### src/rtl/assert_macros.svh
// ---------------------------------------------------------------------------
// assert_macros: shared assertion shorthands
// clocked on clk, disabled while rst_n is low
// ---------------------------------------------------------------------------
`ifndef ASSERT_MACROS_SVH
`define ASSERT_MACROS_SVH

// condition must hold at every edge
`define DSWQ_ASSERT(name, cond) \
    name: assert property (@(posedge clk) disable iff (!rst_n) (cond)) \
        else $error("dswq assertion failed");

// when pre holds, post must hold in the following cycle
`define DSWQ_ASSERT_NEXT(name, pre, post) \
    name: assert property (@(posedge clk) disable iff (!rst_n) (pre) |=> (post)) \
        else $error("dswq assertion failed");

`endif

### src/rtl/dswq_pkg.sv
// ---------------------------------------------------------------------------
// dswq_pkg
// types, constants and the level-to-code conversion of the dac word queue
// ---------------------------------------------------------------------------
`timescale 1ns / 1ps

package dswq_pkg;

    localparam int WORD_W  = 16;
    localparam int LEVEL_W = 12;
    localparam int CODE_W  = 8;
    localparam int BIT_W   = 4;

    localparam logic FUNC_WRITE = 1'b0;
    localparam logic FUNC_TICK  = 1'b1;

    localparam logic [LEVEL_W-1:0] MV_MAX   = 12'd3275;
    localparam logic [12:0]        MV_GAIN  = 13'd5154;
    // round half (32768) minus the 5 mv zero offset times the gain
    localparam logic [24:0]        ACC_BIAS = 25'd6998;
    localparam logic [BIT_W-1:0]   LAST_BIT = 4'd15;

    typedef struct packed {
        logic push;
        logic pop;
    } queue_ctl_t;

    typedef struct packed {
        logic start;
        logic active;
        logic data;
        logic done;
        logic in_frame_next;
    } frame_status_t;

    typedef struct packed {
        logic serial_data;
        logic sync_n;
        logic clock_pulse;
        logic frame_done;
        logic busy_res;
        logic dropped;
    } result_t;

    function automatic logic [CODE_W-1:0] level_to_code(input logic [LEVEL_W-1:0] level);
        logic [LEVEL_W-1:0] mv;
        logic [24:0]        acc;
        logic [8:0]         code_wide;
        mv        = (level > MV_MAX) ? MV_MAX : level;
        acc       = 25'(mv) * 25'(MV_GAIN) + ACC_BIAS;
        code_wide = acc[24:16];
        return (code_wide > 9'd255) ? 8'hFF : code_wide[CODE_W-1:0];
    endfunction

endpackage

### src/rtl/dswq_cmd_if.sv
// ---------------------------------------------------------------------------
// dswq_cmd_if
// command channel: dac writes and bit-clock ticks
// ---------------------------------------------------------------------------
`timescale 1ns / 1ps

interface dswq_cmd_if;
    logic        valid;
    logic        ready;
    logic        func;
    logic [1:0]  channel;
    logic [1:0]  mode_bits;
    logic [11:0] level_mv;

    modport source (output valid, func, channel, mode_bits, level_mv, input ready);
    modport sink   (input valid, func, channel, mode_bits, level_mv, output ready);
endinterface

### src/rtl/dswq_res_if.sv
// ---------------------------------------------------------------------------
// dswq_res_if
// result channel: serial line levels and status per command
// ---------------------------------------------------------------------------
`timescale 1ns / 1ps

interface dswq_res_if;
    logic valid;
    logic ready;
    logic serial_data;
    logic sync_n;
    logic clock_pulse;
    logic frame_done;
    logic busy_res;
    logic dropped;

    modport source (output valid, serial_data, sync_n, clock_pulse, frame_done,
                    busy_res, dropped, input ready);
    modport sink   (input valid, serial_data, sync_n, clock_pulse, frame_done,
                    busy_res, dropped, output ready);
endinterface

### src/rtl/dac_serial_word_queue_top.sv
// ---------------------------------------------------------------------------
// dac_serial_word_queue_top
// queues packed dac words and shifts them out msb first, one bit per tick
//
// cmd carries one word per handshake: func low is a write that converts
// level_mv to an 8-bit code and queues channel, mode_bits and code as a
// 16-bit word; func high is one bit-clock tick of the serial frame.
// res returns exactly one word per command, in order: data line, sync_n,
// clock pulse, frame done, busy and dropped flags.
// a command is taken every cycle while cmd.ready is high; its result is registered before it is valid on res.
// the queue is a row of QUEUE_DEPTH cells that shift toward the head on each
// frame start; a write to a full queue is dropped and flagged.
// a two-word output buffer keeps cmd ready while one result waits, so cmd
// stalls only after res has held back two results.
// reset empties the queue, ends any frame and clears the output buffer.
// ---------------------------------------------------------------------------
`timescale 1ns / 1ps
`include "assert_macros.svh"

module dac_serial_word_queue_top
    import dswq_pkg::*;
#(
    parameter int QUEUE_DEPTH = 8
)
(
    input  logic              clk,
    input  logic              rst_n,
    dswq_cmd_if.sink          cmd,
    dswq_res_if.source        res
);

    logic                   cmd_fire;
    logic                   res_pop;
    logic                   is_write;
    logic                   is_tick;
    logic                   full;
    logic [WORD_W-1:0]      new_word;
    queue_ctl_t             qctl;
    frame_status_t          fstat;
    result_t                result;
    logic [QUEUE_DEPTH-1:0] q_valid;
    logic [WORD_W-1:0]      q_word [QUEUE_DEPTH];

    result_t out_reg;
    logic    out_valid_reg;
    result_t skid_reg;
    logic    skid_valid_reg;

    assign cmd.ready = ~skid_valid_reg;
    assign cmd_fire  = cmd.valid & cmd.ready;
    assign res_pop   = out_valid_reg & res.ready;
    assign is_write  = cmd_fire & (cmd.func == FUNC_WRITE);
    assign is_tick   = cmd_fire & (cmd.func == FUNC_TICK);
    assign full      = q_valid[QUEUE_DEPTH-1];
    assign new_word  = {cmd.channel, cmd.mode_bits, level_to_code(cmd.level_mv), 4'b0000};

    assign qctl.push = is_write & ~full;
    assign qctl.pop  = fstat.start;

    genvar gi;
    generate
        for (gi = 0; gi < QUEUE_DEPTH; gi++)
        begin : g_cell
            logic              prev_v;
            logic              next_v;
            logic [WORD_W-1:0] next_w;
            if (gi == 0)
            begin : g_head
                assign prev_v = 1'b1;
            end
            else
            begin : g_body
                assign prev_v = q_valid[gi-1];
            end
            if (gi == QUEUE_DEPTH - 1)
            begin : g_tail
                assign next_v = 1'b0;
                assign next_w = '0;
            end
            else
            begin : g_link
                assign next_v = q_valid[gi+1];
                assign next_w = q_word[gi+1];
            end
            dswq_cell u_cell (
                .clk        (clk),
                .rst_n      (rst_n),
                .ctl        (qctl),
                .head       (gi == 0),
                .prev_valid (prev_v),
                .next_valid (next_v),
                .next_word  (next_w),
                .new_word   (new_word),
                .valid      (q_valid[gi]),
                .word       (q_word[gi])
            );
        end
    endgenerate

    dswq_shifter u_shifter (
        .clk        (clk),
        .rst_n      (rst_n),
        .tick       (is_tick),
        .head_valid (q_valid[0]),
        .head_word  (q_word[0]),
        .status     (fstat)
    );

    always_comb
    begin
        if (cmd.func == FUNC_WRITE)
        begin
            result.serial_data = 1'b0;
            // no tick on a write, so the frame flag holds its current value
            result.sync_n      = ~fstat.in_frame_next;
            result.clock_pulse = 1'b0;
            result.frame_done  = 1'b0;
            // a write either queues or finds the queue full: never empty after
            result.busy_res    = 1'b1;
            result.dropped     = full;
        end
        else
        begin
            result.serial_data = fstat.data;
            result.sync_n      = ~fstat.active;
            result.clock_pulse = fstat.active;
            result.frame_done  = fstat.done;
            result.busy_res    = (fstat.start ? q_valid[1] : q_valid[0])
                                 | fstat.in_frame_next;
            result.dropped     = 1'b0;
        end
    end

    always_ff @(posedge clk or negedge rst_n)
    begin
        if (!rst_n)
        begin
            out_valid_reg  <= 1'b0;
            skid_valid_reg <= 1'b0;
        end
        else if (skid_valid_reg)
        begin
            if (res_pop)
            begin
                out_valid_reg  <= 1'b1;
                skid_valid_reg <= 1'b0;
            end
        end
        else if (cmd_fire)
        begin
            if (out_valid_reg && !res_pop)
            begin
                skid_valid_reg <= 1'b1;
            end
            else
            begin
                out_valid_reg <= 1'b1;
            end
        end
        else if (res_pop)
        begin
            out_valid_reg <= 1'b0;
        end
    end

    always_ff @(posedge clk)
    begin
        if (skid_valid_reg)
        begin
            if (res_pop)
            begin
                out_reg <= skid_reg;
            end
        end
        else if (cmd_fire)
        begin
            if (out_valid_reg && !res_pop)
            begin
                skid_reg <= result;
            end
            else
            begin
                out_reg <= result;
            end
        end
    end

    assign res.valid       = out_valid_reg;
    assign res.serial_data = out_reg.serial_data;
    assign res.sync_n      = out_reg.sync_n;
    assign res.clock_pulse = out_reg.clock_pulse;
    assign res.frame_done  = out_reg.frame_done;
    assign res.busy_res    = out_reg.busy_res;
    assign res.dropped     = out_reg.dropped;

    // occupied cells always form a run starting at the head
    `DSWQ_ASSERT(a_queue_packed, $onehot({1'b0, q_valid} + 1'b1))
    `DSWQ_ASSERT(a_skid_behind_out, !skid_valid_reg || out_valid_reg)
    `DSWQ_ASSERT_NEXT(a_full_write_keeps_queue, is_write && full, q_valid == $past(q_valid))
    `DSWQ_ASSERT_NEXT(a_start_pops_head, fstat.start && !q_valid[1], !q_valid[0])

endmodule

### src/rtl/dswq_cell.sv
// ---------------------------------------------------------------------------
// dswq_cell
// one queue slot; takes its neighbor's word on pop, the new word on push
// ---------------------------------------------------------------------------
`timescale 1ns / 1ps

module dswq_cell
    import dswq_pkg::*;
(
    input  logic              clk,
    input  logic              rst_n,
    input  queue_ctl_t        ctl,
    input  logic              head,
    input  logic              prev_valid,
    input  logic              next_valid,
    input  logic [WORD_W-1:0] next_word,
    input  logic [WORD_W-1:0] new_word,
    output logic              valid,
    output logic [WORD_W-1:0] word
);

    logic              valid_reg;
    logic              valid_next;
    logic [WORD_W-1:0] word_reg;
    logic [WORD_W-1:0] word_next;
    logic              sh_valid;
    logic              prev_sh_valid;
    logic              load;

    always_comb
    begin
        sh_valid      = ctl.pop ? next_valid : valid_reg;
        word_next     = ctl.pop ? next_word : word_reg;
        // first empty slot after any shift takes the new word
        prev_sh_valid = head | (ctl.pop ? valid_reg : prev_valid);
        load          = ctl.push & ~sh_valid & prev_sh_valid;
        valid_next    = sh_valid | load;
        if (load)
        begin
            word_next = new_word;
        end
    end

    always_ff @(posedge clk or negedge rst_n)
    begin
        if (!rst_n)
        begin
            valid_reg <= 1'b0;
        end
        else
        begin
            valid_reg <= valid_next;
        end
    end

    always_ff @(posedge clk)
    begin
        word_reg <= word_next;
    end

    assign valid = valid_reg;
    assign word  = word_reg;

endmodule

### src/rtl/dswq_shifter.sv
// ---------------------------------------------------------------------------
// dswq_shifter
// msb-first frame shifter with bit counter
// ---------------------------------------------------------------------------
`timescale 1ns / 1ps

module dswq_shifter
    import dswq_pkg::*;
(
    input  logic              clk,
    input  logic              rst_n,
    input  logic              tick,
    input  logic              head_valid,
    input  logic [WORD_W-1:0] head_word,
    output frame_status_t     status
);

    logic [WORD_W-1:0] shift_reg;
    logic [WORD_W-1:0] shift_next;
    logic [BIT_W-1:0]  bit_index_reg;
    logic [BIT_W-1:0]  bit_index_next;
    logic              in_frame_reg;
    logic              in_frame_next;
    logic [WORD_W-1:0] cur_word;
    logic [BIT_W-1:0]  cur_index;

    always_comb
    begin
        status.start   = tick & ~in_frame_reg & head_valid;
        status.active  = tick & (in_frame_reg | head_valid);
        cur_word       = status.start ? head_word : shift_reg;
        cur_index      = status.start ? '0 : bit_index_reg;
        status.data    = status.active & cur_word[WORD_W-1];
        status.done    = status.active & (cur_index == LAST_BIT);
        shift_next     = shift_reg;
        bit_index_next = bit_index_reg;
        in_frame_next  = in_frame_reg;
        if (status.active)
        begin
            if (status.done)
            begin
                in_frame_next  = 1'b0;
                bit_index_next = '0;
            end
            else
            begin
                in_frame_next  = 1'b1;
                shift_next     = {cur_word[WORD_W-2:0], 1'b0};
                bit_index_next = cur_index + 1'b1;
            end
        end
        status.in_frame_next = in_frame_next;
    end

    always_ff @(posedge clk or negedge rst_n)
    begin
        if (!rst_n)
        begin
            bit_index_reg <= '0;
            in_frame_reg  <= 1'b0;
        end
        else
        begin
            bit_index_reg <= bit_index_next;
            in_frame_reg  <= in_frame_next;
        end
    end

    always_ff @(posedge clk)
    begin
        shift_reg <= shift_next;
    end

endmodule

### src/flat_wrapper.sv
// flat-port wrapper written by rule: the top's interface ports become plain ports
module dac_serial_word_queue_top_flat import dswq_pkg::*;
#(
    parameter int QUEUE_DEPTH = 8
)
  (clk, rst_n, cmd_valid, cmd_func, cmd_channel, cmd_mode_bits, cmd_level_mv, cmd_ready, res_valid, res_serial_data, res_sync_n, res_clock_pulse, res_frame_done, res_busy_res, res_dropped, res_ready);
  dswq_cmd_if cmd_i ();
  dswq_res_if res_i ();
  input  logic clk;
  input  logic rst_n;
  input wire logic [$bits(cmd_i.valid)-1:0] cmd_valid;
  input wire logic [$bits(cmd_i.func)-1:0] cmd_func;
  input wire logic [$bits(cmd_i.channel)-1:0] cmd_channel;
  input wire logic [$bits(cmd_i.mode_bits)-1:0] cmd_mode_bits;
  input wire logic [$bits(cmd_i.level_mv)-1:0] cmd_level_mv;
  output wire logic [$bits(cmd_i.ready)-1:0] cmd_ready;
  output wire logic [$bits(res_i.valid)-1:0] res_valid;
  output wire logic [$bits(res_i.serial_data)-1:0] res_serial_data;
  output wire logic [$bits(res_i.sync_n)-1:0] res_sync_n;
  output wire logic [$bits(res_i.clock_pulse)-1:0] res_clock_pulse;
  output wire logic [$bits(res_i.frame_done)-1:0] res_frame_done;
  output wire logic [$bits(res_i.busy_res)-1:0] res_busy_res;
  output wire logic [$bits(res_i.dropped)-1:0] res_dropped;
  input wire logic [$bits(res_i.ready)-1:0] res_ready;
  assign cmd_i.valid = cmd_valid;
  assign cmd_i.func = cmd_func;
  assign cmd_i.channel = cmd_channel;
  assign cmd_i.mode_bits = cmd_mode_bits;
  assign cmd_i.level_mv = cmd_level_mv;
  assign cmd_ready = cmd_i.ready;
  assign res_valid = res_i.valid;
  assign res_serial_data = res_i.serial_data;
  assign res_sync_n = res_i.sync_n;
  assign res_clock_pulse = res_i.clock_pulse;
  assign res_frame_done = res_i.frame_done;
  assign res_busy_res = res_i.busy_res;
  assign res_dropped = res_i.dropped;
  assign res_i.ready = res_ready;
  dac_serial_word_queue_top #(.QUEUE_DEPTH(QUEUE_DEPTH)) u_core (.clk(clk), .rst_n(rst_n), .cmd(cmd_i), .res(res_i));
endmodule
### config.mk
export PLATFORM = sky130hd
export DESIGN_NAME = dac_serial_word_queue_top_flat
export DESIGN_NICKNAME = d
export VERILOG_FILES = /design/src/rtl/dswq_pkg.sv /design/src/rtl/dswq_cmd_if.sv /design/src/rtl/dswq_res_if.sv /design/src/rtl/dac_serial_word_queue_top.sv /design/src/rtl/dswq_cell.sv /design/src/rtl/dswq_shifter.sv /design/src/flat_wrapper.sv
export VERILOG_INCLUDE_DIRS = /design/src /design/src/rtl
export SDC_FILE = /design/constraint.sdc
export NUM_CORES = 1
export LEC_CHECK = 0
export ABC_AREA = 1
export BUFFER_PORTS_ARGS = -buffer_cell sky130_fd_sc_hd__clkbuf_2
export CAP_MARGIN = 20
export CORE_ASPECT_RATIO = 1.5
export CORE_MARGIN = 2
export CORE_UTILIZATION = 55
export CTS_BUF_LIST = sky130_fd_sc_hd__clkbuf_8
export DETAILED_ROUTE_END_ITERATION = 12
export PLACE_DENSITY_LB_ADDON = 0.15
export SYNTH_ARGS = -nofsm -noshare
export SYNTH_HDL_FRONTEND = slang
export SYNTH_SLANG_ARGS = --single-unit
export TNS_END_PERCENT = 10
### constraint.sdc
create_clock -name clk -period 3.3 [get_ports clk]
set_input_delay 0.33 -clock clk [delete_from_list [all_inputs] [get_ports clk]]
set_output_delay 0.33 -clock clk [all_outputs]
set_load 0.05 [all_outputs]
==> Word level (Yosys, flattened, before mapping) <==
Index checks and enable logic that the tools add are counted.
{ "word_totals": {"regBits": 134, "latchBits": 0, "mem_bits_rw": 0, "rom_bits": 0, "in_bits": 21, "out_inout_bits": 8, "wordCells": 154, "memories": 0} }
{ "classes": {"add_sub_neg": 2, "mul": 1, "div": 0, "order_cmp": 2, "eq_ne": 4, "shifts": 0, "muxes": 45, "bitwise": 50, "n_reduce_logical": 16} }
{ "ops": {"columns": ["cell", "count"], "rows": [
  ["16-bit two-way mux", 17],
  ["6-bit two-way mux", 5],
  ["25-bit by 13-bit adder with 25-bit output (second input constant)", 1],
  ["1-bit AND", 25],
  ["12-bit by 12-bit multiplier with 24-bit output (second input constant)", 1],
  ["2-bit nonzero test", 10],
  ["1-bit two-way mux", 19],
  ["1-bit inverter", 15],
  ["12-bit greater-than comparator (second input constant)", 1],
  ["12-bit two-way mux", 1],
  ["1-bit bitwise OR", 10],
  ["9-bit by 8-bit greater-than comparator with 1-bit output (second input constant)", 1],
  ["3-bit AND reduction", 3],
  ["4-bit two-way mux", 2],
  ["8-bit two-way mux", 1],
  ["4-bit by 1-bit adder with 4-bit output (second input constant)", 1],
  ["4-bit equality test (second input constant)", 1],
  ["2-bit by 1-bit != test with 1-bit output (second input constant)", 2],
  ["3-bit != test (second input constant)", 1],
  ["2-bit AND reduction", 1],
  ["1-bit logical AND", 1],
  ["1-bit logical NOT", 1]
]} }

==> Longest topological paths before layout <==
Gate-level depths: netlist (run 1).
{ "logic_depth": {"depth_word": 15, "depth_mapped": 33} }

==> Modules after synthesis <==
Synthesis (run 1) repeated with hierarchy kept, for this count alone.
{ "unflattened": {"hier_cells": 1272, "area_unflattened_um2": 10885.4} }
{ "by_module_without_submodules": {"columns": ["module", "n_inst", "cells_each", "area_per_inst_um2"], "rows": [
  ["dswq_cell", 8, 80, 818.3],
  ["dac_serial_word_queue_top", 1, 529, 3385.7],
  ["dswq_shifter", 1, 103, 953.4]
]} }

==> Worst setup path after synthesis (run 1) <==
No wires, ideal clock.
{ "synth_path": {"path_kind": "in2reg", "startpoint": "input port cmd_level_mv[9]", "endpoint": "register u_core.g_cell[1].u_cell.word_reg[11], data pin", "setup_time_ps": 253, "arrival_ps": 4436, "setup_slack_ps": -1388, "cell_stages": 30, "path_buffers": 1, "path_cell_list": "nor2_1 > nand3_1 > nand2_2 > inv_1 > nor2_1 > ha_1 > ha_1 > inv_1 > fa_1 > inv_1 > ha_1 > ha_1 > ha_1 > nand2_1 > nand2_1 > a21oi_1 > nor2_1 > nor2_1 > nand2_1 > nand2_1 > nand2_1 > inv_1 > nand3_1 > nor2_1 > nand3_1 > nand2_4 > buf_12 > nand2_8 > nand2_1 > nand2_1"} }
{ "synth_between": {"elab_chain_len": 7} }
{ "synth_lines": {"columns": ["element", "line_no", "rtl"], "rows": [
  ["start: declaration", "flat_wrapper.sv:15", "input wire logic [$bits(cmd_i.level_mv)-1:0] cmd_level_mv;"],
  ["12-bit greater-than comparator", "dswq_pkg.sv:49", "mv = (level > MV_MAX) ? MV_MAX : level;"],
  ["12-bit two-way mux (*)", "dswq_pkg.sv:49", null],
  ["12-bit by 12-bit multiplier with 24-bit output (*)", "dswq_pkg.sv:50", "acc = 25'(mv) * 25'(MV_GAIN) + ACC_BIAS;"],
  ["25-bit by 13-bit adder with 25-bit output (*)", "dswq_pkg.sv:50", null],
  ["9-bit by 8-bit greater-than comparator with 1-bit output", "dswq_pkg.sv:52", "return (code_wide > 9'd255) ? 8'hFF : code_wide[CODE_W-1:0];"],
  ["8-bit two-way mux (*)", "dswq_pkg.sv:52", null],
  ["16-bit two-way mux (*)", "dswq_cell.sv:38", "if (load)"],
  ["named net u_core.g_cell[1].u_cell.word_next[11]", "dswq_cell.sv:25", "logic [WORD_W-1:0] word_next;"],
  ["end signal: assignment", "dswq_cell.sv:58", "word_reg <= word_next;"],
  ["end: declaration", "dswq_cell.sv:24", "logic [WORD_W-1:0] word_reg;"]
]} }
Mark *: on every way through the listed nets, which the timed path passes. The rest lies on a longest branch.
A chain may end at the register's enable or synchronous reset.

==> Final worst setup path (run 1) <==
{ "layout_path": {"startpoint": "input port cmd_level_mv[9]", "endpoint": "register u_core.g_cell[2].u_cell.word_reg[11], data pin"} }
{ "layout_between": {"elab_chain_len": 7} }
{ "layout_lines": {"columns": ["element", "line_no"], "rows": [
  ["12-bit greater-than comparator", "dswq_pkg.sv:49"],
  ["12-bit two-way mux (*)", "dswq_pkg.sv:49"],
  ["12-bit by 12-bit multiplier with 24-bit output (*)", "dswq_pkg.sv:50"],
  ["25-bit by 13-bit adder with 25-bit output (*)", "dswq_pkg.sv:50"],
  ["9-bit by 8-bit greater-than comparator with 1-bit output", "dswq_pkg.sv:52"],
  ["8-bit two-way mux (*)", "dswq_pkg.sv:52"],
  ["16-bit two-way mux (*)", "dswq_cell.sv:38"],
  ["named net u_core.g_cell[2].u_cell.word_next[11]", "dswq_cell.sv:25"],
  ["end signal: assignment", "dswq_cell.sv:58"],
  ["end: declaration", "dswq_cell.sv:24"]
]} }
Marks and branches as above.

==> results of run 1 <==
[power groups by stage]
stage	Sequential, mW	Clock, mW	Combinational [mW]
after floorplan	2.06	0	1.90
after global placement	1.95	0	3.10
after detailed placement	1.95	0	3.15
after CTS	1.91	1.30	3.46
after global routing	1.92	1.36	3.99
final	1.91	1.27	3.66
[critical path: cells and delay by family]
family,cells,cell delay [ns]
fa+ha+maj,6,1.79
simple gates,16,1.72
buf+inv,8,0.68
[synthesized netlist by cell type (2+ instances only)]
cell	instances	area, µm²
nand2_2	7	43.8
nor3_1	5	25.0
inv_1	115	432
nand2_8	2	40.0
o21a_1	2	15.0
buf_6	5	56.3
or2_1	3	18.8
or2_2	3	18.8
xnor2_1	2	17.5
inv_2	8	30.0
nand2_1	435	1630
o31ai_1	3	22.5
edfxtp_1	119	3570
nand4_1	11	68.8
nand2_4	3	33.8
o21ai_0	38	190
ha_1	79	988
nor2_1	60	225
xor2_1	4	35.0
buf_2	2	10.0
fa_1	7	140
dfrtp_1	15	375
o21ai_2	5	43.8
clkbuf_1	8	30.0
a21oi_1	26	130
nor3_4	6	97.6
o211ai_1	2	15.0
nor2_2	4	25.0
nand3_1	48	240
[metal layers]
layer | global-route usage [%] | up-vias | share of wire, %
met5 | 0 | - | 0
met4 | 15.8 | 0 | 6.0
met3 | 3.42 | 72 | 2.0
met2 | 51.9 | 131 | 59
met1 | 20.5 | 3283 | 33
li1 | - | 3716 | -
[final cells by class]
cell class,instances,area (µm²)
clock buffer,17,234
sequential,134,3950
clock inverter,15,139
tap,203,254
fill,1215,4390
multi-input combinational,765,4940
timing repair buffer,159,1180
inverter,124,473
[kinds of logic after synthesis]
| kind of cell | Yosys count | synth area share [%] |
|---|---|---|
| buffers and inverters | 141 | 6.79 |
| XOR/XNOR | 6 | 0.605 |
| AO/OA/AOI/OAI | 80 | 5.13 |
| AND/OR/NAND/NOR | 592 | 29.0 |
| flip-flops | 134 | 45.5 |
| adder cells (fa/ha/maj) | 86 | 13.0 |
[how the worst max path moves through the flow]
| stage | from | to | slack, ns | depth (start not counted) |
|---|---|---|---|---|
| after CTS | cmd_level_mv[8] | u_core.g_cell[1].u_cell.word[10] | -0.97 | 31 |
| after global placement | cmd_level_mv[11] | u_core.g_cell[0].u_cell.word[8] | -1.68 | 32 |
| after detailed placement | cmd_level_mv[8] | u_core.g_cell[0].u_cell.word[4] | -1.81 | 31 |
| final | cmd_level_mv[9] | u_core.g_cell[2].u_cell.word[11] | -1.02 | 30 |
| after floorplan | cmd_level_mv[8] | u_core.g_cell[1].u_cell.word[11] | -0.98 | 30 |
| after global routing | cmd_level_mv[9] | u_core.g_cell[2].u_cell.word[11] | -1.25 | 30 |
[what timing repair did]
action / CTS / global route
resized for setup: 66 / 35
setup endpoints to repair: 64 / 64
buffers inserted: 6 / 3
endpoints found under the hold margin: 15 / 0
pin swaps: 32 / 31
cloned: 1 / 0
hold buffers: 1 / 0
==> flow_summary.toml, run 1 <==
[final_layout]
final_layout_size_suffix_gt1_share_pct = 29.6
final_cell_mix = "nand2_1, buf_4, edfxtp_1"
stdcell_area_um2 = 11200
layout.nets = 1308
post-route-util_pct = 71.8
layout_commonest_cell = "nand2_1"
area_growth_pct = 28.7
diodes = 0
final_cell_count_no_fill = 1417
largest_register_ffs = 96

[die]
fp.dieW_um = 107
dieArea_um2 = 16800
ios = 29
initial_core_util_pct = 55.8
num_rows = 56
core_area_um2 = 15600
die_h_um = 158

[yosys]
ys_ff_latch = 134
ys_async_sr_fraction_pct = 11.2
ys.flop_type = "edfxtp_1"
ys_warn_count = 0
synthDistinctLibCells = 41
syn_inst = 1039
syn-cell-area_um2 = 8680
synth_area_per_cell_um2 = 8.35
yosysSeqAreaShare_pct = 45.5
synth_edf_count = 119
synth_fp_nets = 1146

[power_and_ir_drop]
pwr-share-seq_pct = 27.9
leakage_nw = 5.17
power.share.clock_pct = 18.6
peakVddDrop_mv = 0.547
p_comb_share_pct = 53.5
p_switching_mw = 2.76
power_density_nw_per_um2 = 613
intPower_mw = 4.09
switching_share_pct = 40.3
power_mw = 6.85

[detailed_routing]
firstDrtPassIters = 5
drcViolationCount = 0
ant_nets = 0
num_vias = 7202
dr.first_iter.drc_count = 306
wirelength_mm = 20.2
wl_per_cell_um = 14.3
avgViaCountPerCell = 5.08

[critical_path]
cpMostUsedCell = "ha_4"
cp-end-kind = "register"
cp_slowest_stage_delay_ns = 0.52
worstSetupPathType = "in2reg"
r2r_setup_slack_ns = 0.63
worstPathRequired_ns = 3.49
cp_max_fo = 7
r2r_cells = 9
r2r-end = "u_core.g_cell[1].u_cell.word[5]"
cp.arrival_ns = 4.51
critPathLaunchType = "input pin"
r2r-start = "u_core.skid_valid_reg"
crit_slowest_cell = "fa_1"

[placement]
gp_congestion = 0.915
placed_cell_area_um2 = 10300
io_buffers = 28
place_inst = 1374
dp_hpwl_mm = 16.2
pre_cts_slack_ns = -1.81

[worst_hold_path]
min_to = "u_core.res.valid"
hp-start = "res_ready"
hold_path.class = "in2reg"
worstHoldPathCells = 4

[cts]
clock_latency_ns = 0.43
tritoncts = "done"
cts_inserted_buffers = 17
clk_pin_slew_ns = 0.07
clock_tree.buffer_depth = 2
root_buffer = "clkbuf_8"
clkSinkCount = 134
htree_levels = 4

[global_routing]
grt_pass1_vias = 7154
grt-ovfl-total = 0
grt_usage_pct = 24.7
antenna_found_initial = 0
grt_max_degree = 20
grt_pass1_wl_mm = 32.2

[timing]
fin_crit_ns = 4.32
hold_viol_final = 0
fmax_ghz = 0.231
fin_crit_sh_pct = 131
skew_ns = 0.00799
fin_tns_setup_ns = -60.72
setup_viol = 64
report.final.slew_viol_count = 0
grt_setup_unrepaired = "yes"
fin_ws_ns = -1.02
relSlewSlack_pct = 63.5
hold_ws_ns = 0.180
tightest_slew_ns = 0.545

[run_status]
violations = "negative setup slack"
status = "finished, violations left"

[flow_run]
drv_cap = 0
Note: power is estimated with default switching activity, not from simulation.
==> inputs of run 2 (changes only) <==
==> constraint.sdc (replaced) <==
create_clock -name clk -period 3.3 [get_ports clk]
set_input_delay 0.495 -clock clk [delete_from_list [all_inputs] [get_ports clk]]
set_output_delay 0.495 -clock clk [all_outputs]
set_load 0.05 [all_outputs]
==> run 2 against run 1 <==
  * The run still ends with negative setup slack left
  * Critical path type unchanged
  * Utilization increased by 1.4 points
  * Routed wire length increased by 4.5%
  * Final cell count rose by 0.21%
  * Global-route usage increased by 0.52 points
==> flow_summary.toml, run 2 (synthesis gave the netlist of run 1 again) <==
[global_routing]
grt_usage_pct = 25.2
grt_pass1_wl_mm = 33.0
antenna_found_initial = 0
grt_pass1_vias = 7423
grt_max_degree = 21
grt-ovfl-total = 0

[power_and_ir_drop]
pwr-share-seq_pct = 26.5
power_density_nw_per_um2 = 633
peakVddDrop_mv = 0.605
p_switching_mw = 2.90
intPower_mw = 4.31
p_comb_share_pct = 54.2
leakage_nw = 5.27
power.share.clock_pct = 19.3
switching_share_pct = 40.3

[run_status]
status = "finished, violations left"
violations = "negative setup slack"

[timing]
fmax_ghz = 0.220
grt_setup_unrepaired = "yes"
fin_tns_setup_ns = -74.66
skew_ns = 0.00873
relSlewSlack_pct = 60.3
fin_crit_sh_pct = 138
report.final.slew_viol_count = 0
tightest_slew_ns = 0.593
fin_ws_ns = -1.25
fin_crit_ns = 4.55
setup_viol = 64
hold_viol_final = 0

[detailed_routing]
wirelength_mm = 21.1
avgViaCountPerCell = 5.19
drcViolationCount = 0
firstDrtPassIters = 5
dr.first_iter.drc_count = 281
num_vias = 7373
ant_nets = 0
wl_per_cell_um = 14.9

[critical_path]
cp-end-kind = "register"
cp_max_fo = 7
worstPathRequired_ns = 3.60
r2r_setup_slack_ns = 0.64
critPathLaunchType = "input pin"
cp.arrival_ns = 4.85
cpMostUsedCell = "ha_4"
r2r_cells = 10
crit_slowest_cell = "fa_1"
worstSetupPathType = "in2reg"
cp_slowest_stage_delay_ns = 0.48

[die]
num_rows = 56
fp.dieW_um = 107
ios = 29
core_area_um2 = 15600
die_h_um = 158
initial_core_util_pct = 55.8
dieArea_um2 = 16800

[cts]
tritoncts = "done"
cts_inserted_buffers = 17
clkSinkCount = 134
clock_tree.buffer_depth = 2
htree_levels = 4
clk_pin_slew_ns = 0.07
root_buffer = "clkbuf_8"
clock_latency_ns = 0.43

[final_layout]
largest_register_ffs = 96
final_layout_size_suffix_gt1_share_pct = 31.1
n_fill_cell = 1152
diodes = 0
final_cell_mix = "nand2_1, buf_4, edfxtp_1"
layout_commonest_cell = "nand2_1"
area_growth_pct = 31.2
layout.nets = 1311

[flow_run]
drv_cap = 0

[placement]
gp_congestion = 0.880
dp_hpwl_mm = 16.3
io_buffers = 28
pre_cts_slack_ns = -1.94

[worst_hold_path]
worstHoldPathCells = 4
hold_path.class = "in2reg"
run 2: changes by cell type in the layout (fill, tap and decap cells not counted), sizes merged:
cell,change
clkinvlp,-2
bufinv,+2
clkinv,-5
inv,+5
buf,+3
run 2: path summary, 6_finish.rpt:
| kind | startpoint | end |
|---|---|---|
| min in group asynchronous | rst_n | u_core.res.valid |
| max | cmd_level_mv[8] | u_core.g_cell[6].u_cell.word[9] |
| min | res_ready | u_core.res.valid |
| max reg2reg | u_core.skid_valid_reg | u_core.g_cell[3].u_cell.word[4] |
| min reg2reg | u_core.g_cell[0].u_cell.word[12] | u_core.u_shifter.shift_reg[13] |
| max in group asynchronous | rst_n | u_core.u_shifter.bit_index_reg[3] |
run 2: final cells by class:
class / count / area, µm² / area share (%)
multi-input cells: 765 / 5070 / 44.5
clock inverters: 15 / 173 / 1.52
repair buffers: 162 / 1230 / 10.8
inverters: 124 / 478 / 4.20
well taps: 203 / 254 / 2.23
clock buffers: 17 / 234 / 2.05
flip-flops and latches: 134 / 3950 / 34.7
run 2: routing by layer:
layer | vias up | wire (µm) | part of all wire [%] | GRT usage (%)
li1 | 3713 | - | - | -
met1 | 3411 | 6790 | 32 | 20.5
met2 | 157 | 12600 | 60 | 54.1
met3 | 92 | 400 | 1.9 | 3.29
met4 | 0 | 1270 | 6.0 | 15.2
met5 | - | 0 | 0 | 0
run 2: per-stage QoR:
step / std cells / hold slack (ns) / instance area [µm²] / utilization [%] / power (mW)
detailed placement: 1374 / 0.428 / 10300 / 66.1 / 5.07
floorplan: 1039 / 0.199 / 9080 / - / 3.97
global route: 1420 / 0.337 / 11400 / 73.2 / 7.61
global placement: 1374 / 0.430 / 10300 / 66.1 / 5.02
CTS: 1415 / 0.324 / 11100 / 71.1 / 6.78
finish: 1420 / 0.351 / 11400 / 73.2 / 7.21
run 2: power groups by stage:
stage                     Clock (mW)  Sequential, mW  Combinational [mW]
after global routing            1.47            1.92                4.22
after CTS                       1.41            1.91                3.46
after global placement             0            1.95                3.07
after floorplan                    0            2.06                1.90
after detailed placement           0            1.95                3.12
final                           1.39            1.91                3.91
run 2: critical path: cells and delay by family:
| kind | cells | cell delay (ns) |
|---|---|---|
| AND/OR/NAND/NOR | 16 | 1.82 |
| adder cells (fa/ha/maj) | 6 | 1.71 |
| buffers and inverters | 8 | 0.81 |
run 2: timing repair:
| action | 4_1_cts | 5_1_grt |
|---|---|---|
| pin swaps | 29 | 36 |
| endpoints found under the setup margin | 64 | 64 |
| gates resized for setup | 67 | 72 |
| setup buffers | 7 | 5 |
| endpoints found under the hold margin | 15 | 0 |
| gates cloned | 1 | 0 |
| hold buffers | 1 | 0 |
==> inputs of run 3 (changes only) <==
Settings changed: SYNTH_HIERARCHICAL set to 1.
==> run 3 against run 2 <==
  * Utilization decreased by 3.3 points
  * Sequential cell count increased by 36
  * Global-route usage decreased by 0.95 points
  * Sequential share of layout area increased by 2.0 points
  * The flow still finishes with violations (negative setup slack)
  * Via count increased by 21%
  * Non-clock buffer count decreased by 21
  * First-iteration DRC count increased by 31%
  * Count of clock-buffer cells in the layout increased by 1
  * Clock skew increased by 0.0040 ns
==> flow_summary.toml, run 3 <==
[detailed_routing]
dr.first_iter.drc_count = 369
topRoutingLayerUsed = "met4"
wl_per_cell_um = 14.5
avgViaCountPerCell = 5.14
drcViolationCount = 0
dr_wl_met2_mm = 15.6
wl_met3_um = 437
num_vias = 8893
firstDrtPassIters = 4
wl_met1_mm = 8.21
wirelength_mm = 25.1
ant_nets = 0

[timing]
setup_viol = 64
report.final.slew_viol_count = 0
fmax_ghz = 0.225
skew_ns = 0.0128
fin_crit_ns = 4.44
grt_setup_unrepaired = "yes"
hold_viol_final = 0
hold_ws_ns = 0.336
fin_crit_sh_pct = 135
fin_tns_setup_ns = -70.72
tightest_slew_ns = 0.523
fin_ws_ns = -1.14
relSlewSlack_pct = 65.0

[final_layout]
area_growth_pct = 26.1
stdcell_area_um2 = 13700
final_layout_size_suffix_gt1_share_pct = 27.6
layout.nets = 1563
final_cell_count_no_fill = 1730
n_fill_cell = 1501
multiInputGateArea_um2 = 6520
largest_register_ffs = 128
seqCellArea_um2 = 5030
layout_commonest_cell = "nand2_1"
final_cell_mix = "nand2_1, edfxtp_1, nand3_1"
diodes = 0

[placement]
gp_congestion = 0.972
io_buffers = 28
place_inst = 1689
dp_hpwl_mm = 19.8
placed_cell_area_um2 = 12700

[critical_path]
cp_max_fo = 8
cp.arrival_ns = 4.65
crit_slowest_cell = "fa_1"
worstPathRequired_ns = 3.50
path_buf_inv = 4
worstSetupPathType = "in2reg"
cp_slowest_stage_delay_ns = 0.55
critPathLaunchType = "input pin"
cp-end-kind = "register"
cpMostUsedCell = "ha_4"
cp_top_family = "simple AND/OR/NAND/NOR gates"

[cts]
htree_levels = 4
clk_pin_slew_ns = 0.09
root_buffer = "clkbuf_8"
clock_tree.buffer_depth = 2
clock_latency_ns = 0.45
cts_inserted_buffers = 17
clkSinkCount = 170
tritoncts = "done"

[yosys]
synth_edf_count = 155
ys_async_sr_fraction_pct = 8.82
post-synth-top-count-cell = "nand2_1"
synthDistinctLibCells = 35
synth_area_per_cell_um2 = 8.56
syn-cell-area_um2 = 10900
synth_commonest_cells = "nand2_1, nand3_1, edfxtp_1"
ys.flop_type = "edfxtp_1"
synth.area.top_cells = "edfxtp_1, nand2_1, ha_1"
yosysSeqAreaShare_pct = 46.2
ys_warn_count = 6
yosys.area.top_type_share_pct = 42.8
syn_inst = 1272
ys_ff_latch = 170
synth_top_area_cell = "edfxtp_1"

[power_and_ir_drop]
leakage_nw = 6.44
power_density_nw_per_um2 = 627
power_mw = 8.61
p_comb_share_pct = 52.2
pwr-share-seq_pct = 32.7
switching_share_pct = 42.5
power.share.clock_pct = 15.1
peakVddDrop_mv = 0.478
p_switching_mw = 3.66
intPower_mw = 4.95

[die]
num_rows = 63
fp.dieW_um = 119
initial_core_util_pct = 55.5
core_area_um2 = 19600
ios = 29
dieArea_um2 = 21000
die_h_um = 176

[global_routing]
grt_pass1_vias = 9067
antenna_found_initial = 0
grt_max_degree = 28
grt-ovfl-total = 0
grt_pass1_wl_mm = 40.8
grt_usage_pct = 24.3

[run_status]
status = "finished, violations left"
violations = "negative setup slack"

[worst_hold_path]
hold_path.class = "in2reg"

[flow_run]
drv_cap = 0
[run 3: worst paths after layout]
check	startpoint	endpoint	slack [ns]	cells past startpoint
min	res_ready	u_core/res.valid	0.34	4
min reg2reg	u_core/g_cell[2].u_cell/word[7]	u_core/g_cell[1].u_cell/word[7]	0.51	2
max in group asynchronous	rst_n	u_core/skid_valid_reg	2.50	2
max reg2reg	u_core/skid_valid_reg	u_core/g_cell[0].u_cell/word[1]	0.64	13
min in group asynchronous	rst_n	u_core/u_shifter/bit_index_reg[2]	0.50	2
max	cmd_level_mv[9]	u_core/g_cell[2].u_cell/word[10]	-1.14	27
[run 3: repair_timing]
action	in CTS	in global routing
endpoints found under the setup margin	64	64
pin swaps	17	63
endpoints found under the hold margin	15	0
cloned	0	0
hold buffers	1	0
setup buffers	4	4
resized for setup	31	92
[run 3: power by group through the flow]
| stage | clock network, mW | registers [mW] | logic [mW] |
|---|---|---|---|
| 2_1_floorplan | 0 | 2.94 | 2.63 |
| 3_5_place_dp | 0 | 2.86 | 3.86 |
| 4_1_cts | 1.33 | 2.81 | 4.09 |
| 3_3_place_gp | 0 | 2.86 | 3.79 |
| 6_report | 1.30 | 2.81 | 4.49 |
| 5_1_grt | 1.40 | 2.84 | 4.93 |
[run 3: cell type report]
class | count | area share, %
clock inverters | 14 | 0.729
flip-flops and latches | 170 | 36.6
multi-input cells | 1003 | 47.5
inverters | 124 | 3.50
clock buffers | 18 | 1.80
well taps | 260 | 2.37
repair buffers | 141 | 7.48
[run 3: kinds of logic (layout without fill, tap and decap cells)]
logic type	count (synthesis)	count (layout)	share of synthesized area [%]
AND/OR/NAND/NOR	814	814	34.5
flip-flops	170	170	46.2
buffers and inverters	155	297	6.44
adder cells (fa/ha/maj)	85	85	10.3
AO/OA/AOI/OAI	42	42	2.20
XOR/XNOR	4	4	0.322
other	2	58	0.0690
[run 3: metrics by stage]
stage,setup slack (ns),util [%]
after detailed placement,-1.76,64.6
after CTS,-1.10,67.5
after global placement,-1.69,64.6
after global routing,-1.34,69.9
after floorplan,-1.11,-
final,-1.14,69.9
[run 3: metal layers]
metal	vias to the layer above	GRT usage [%]
li1	4485	-
met1	4220	20.4
met2	137	53.9
met3	51	2.71
met4	0	9.97
met5	-	0
[run 3: worst register-to-register path: cells and delay by family, from the launching register on]
kind / cells / cell delay [ns]
buf+inv: 5 / 0.81
flops: 1 / 0.48
simple gates: 8 / 1.06
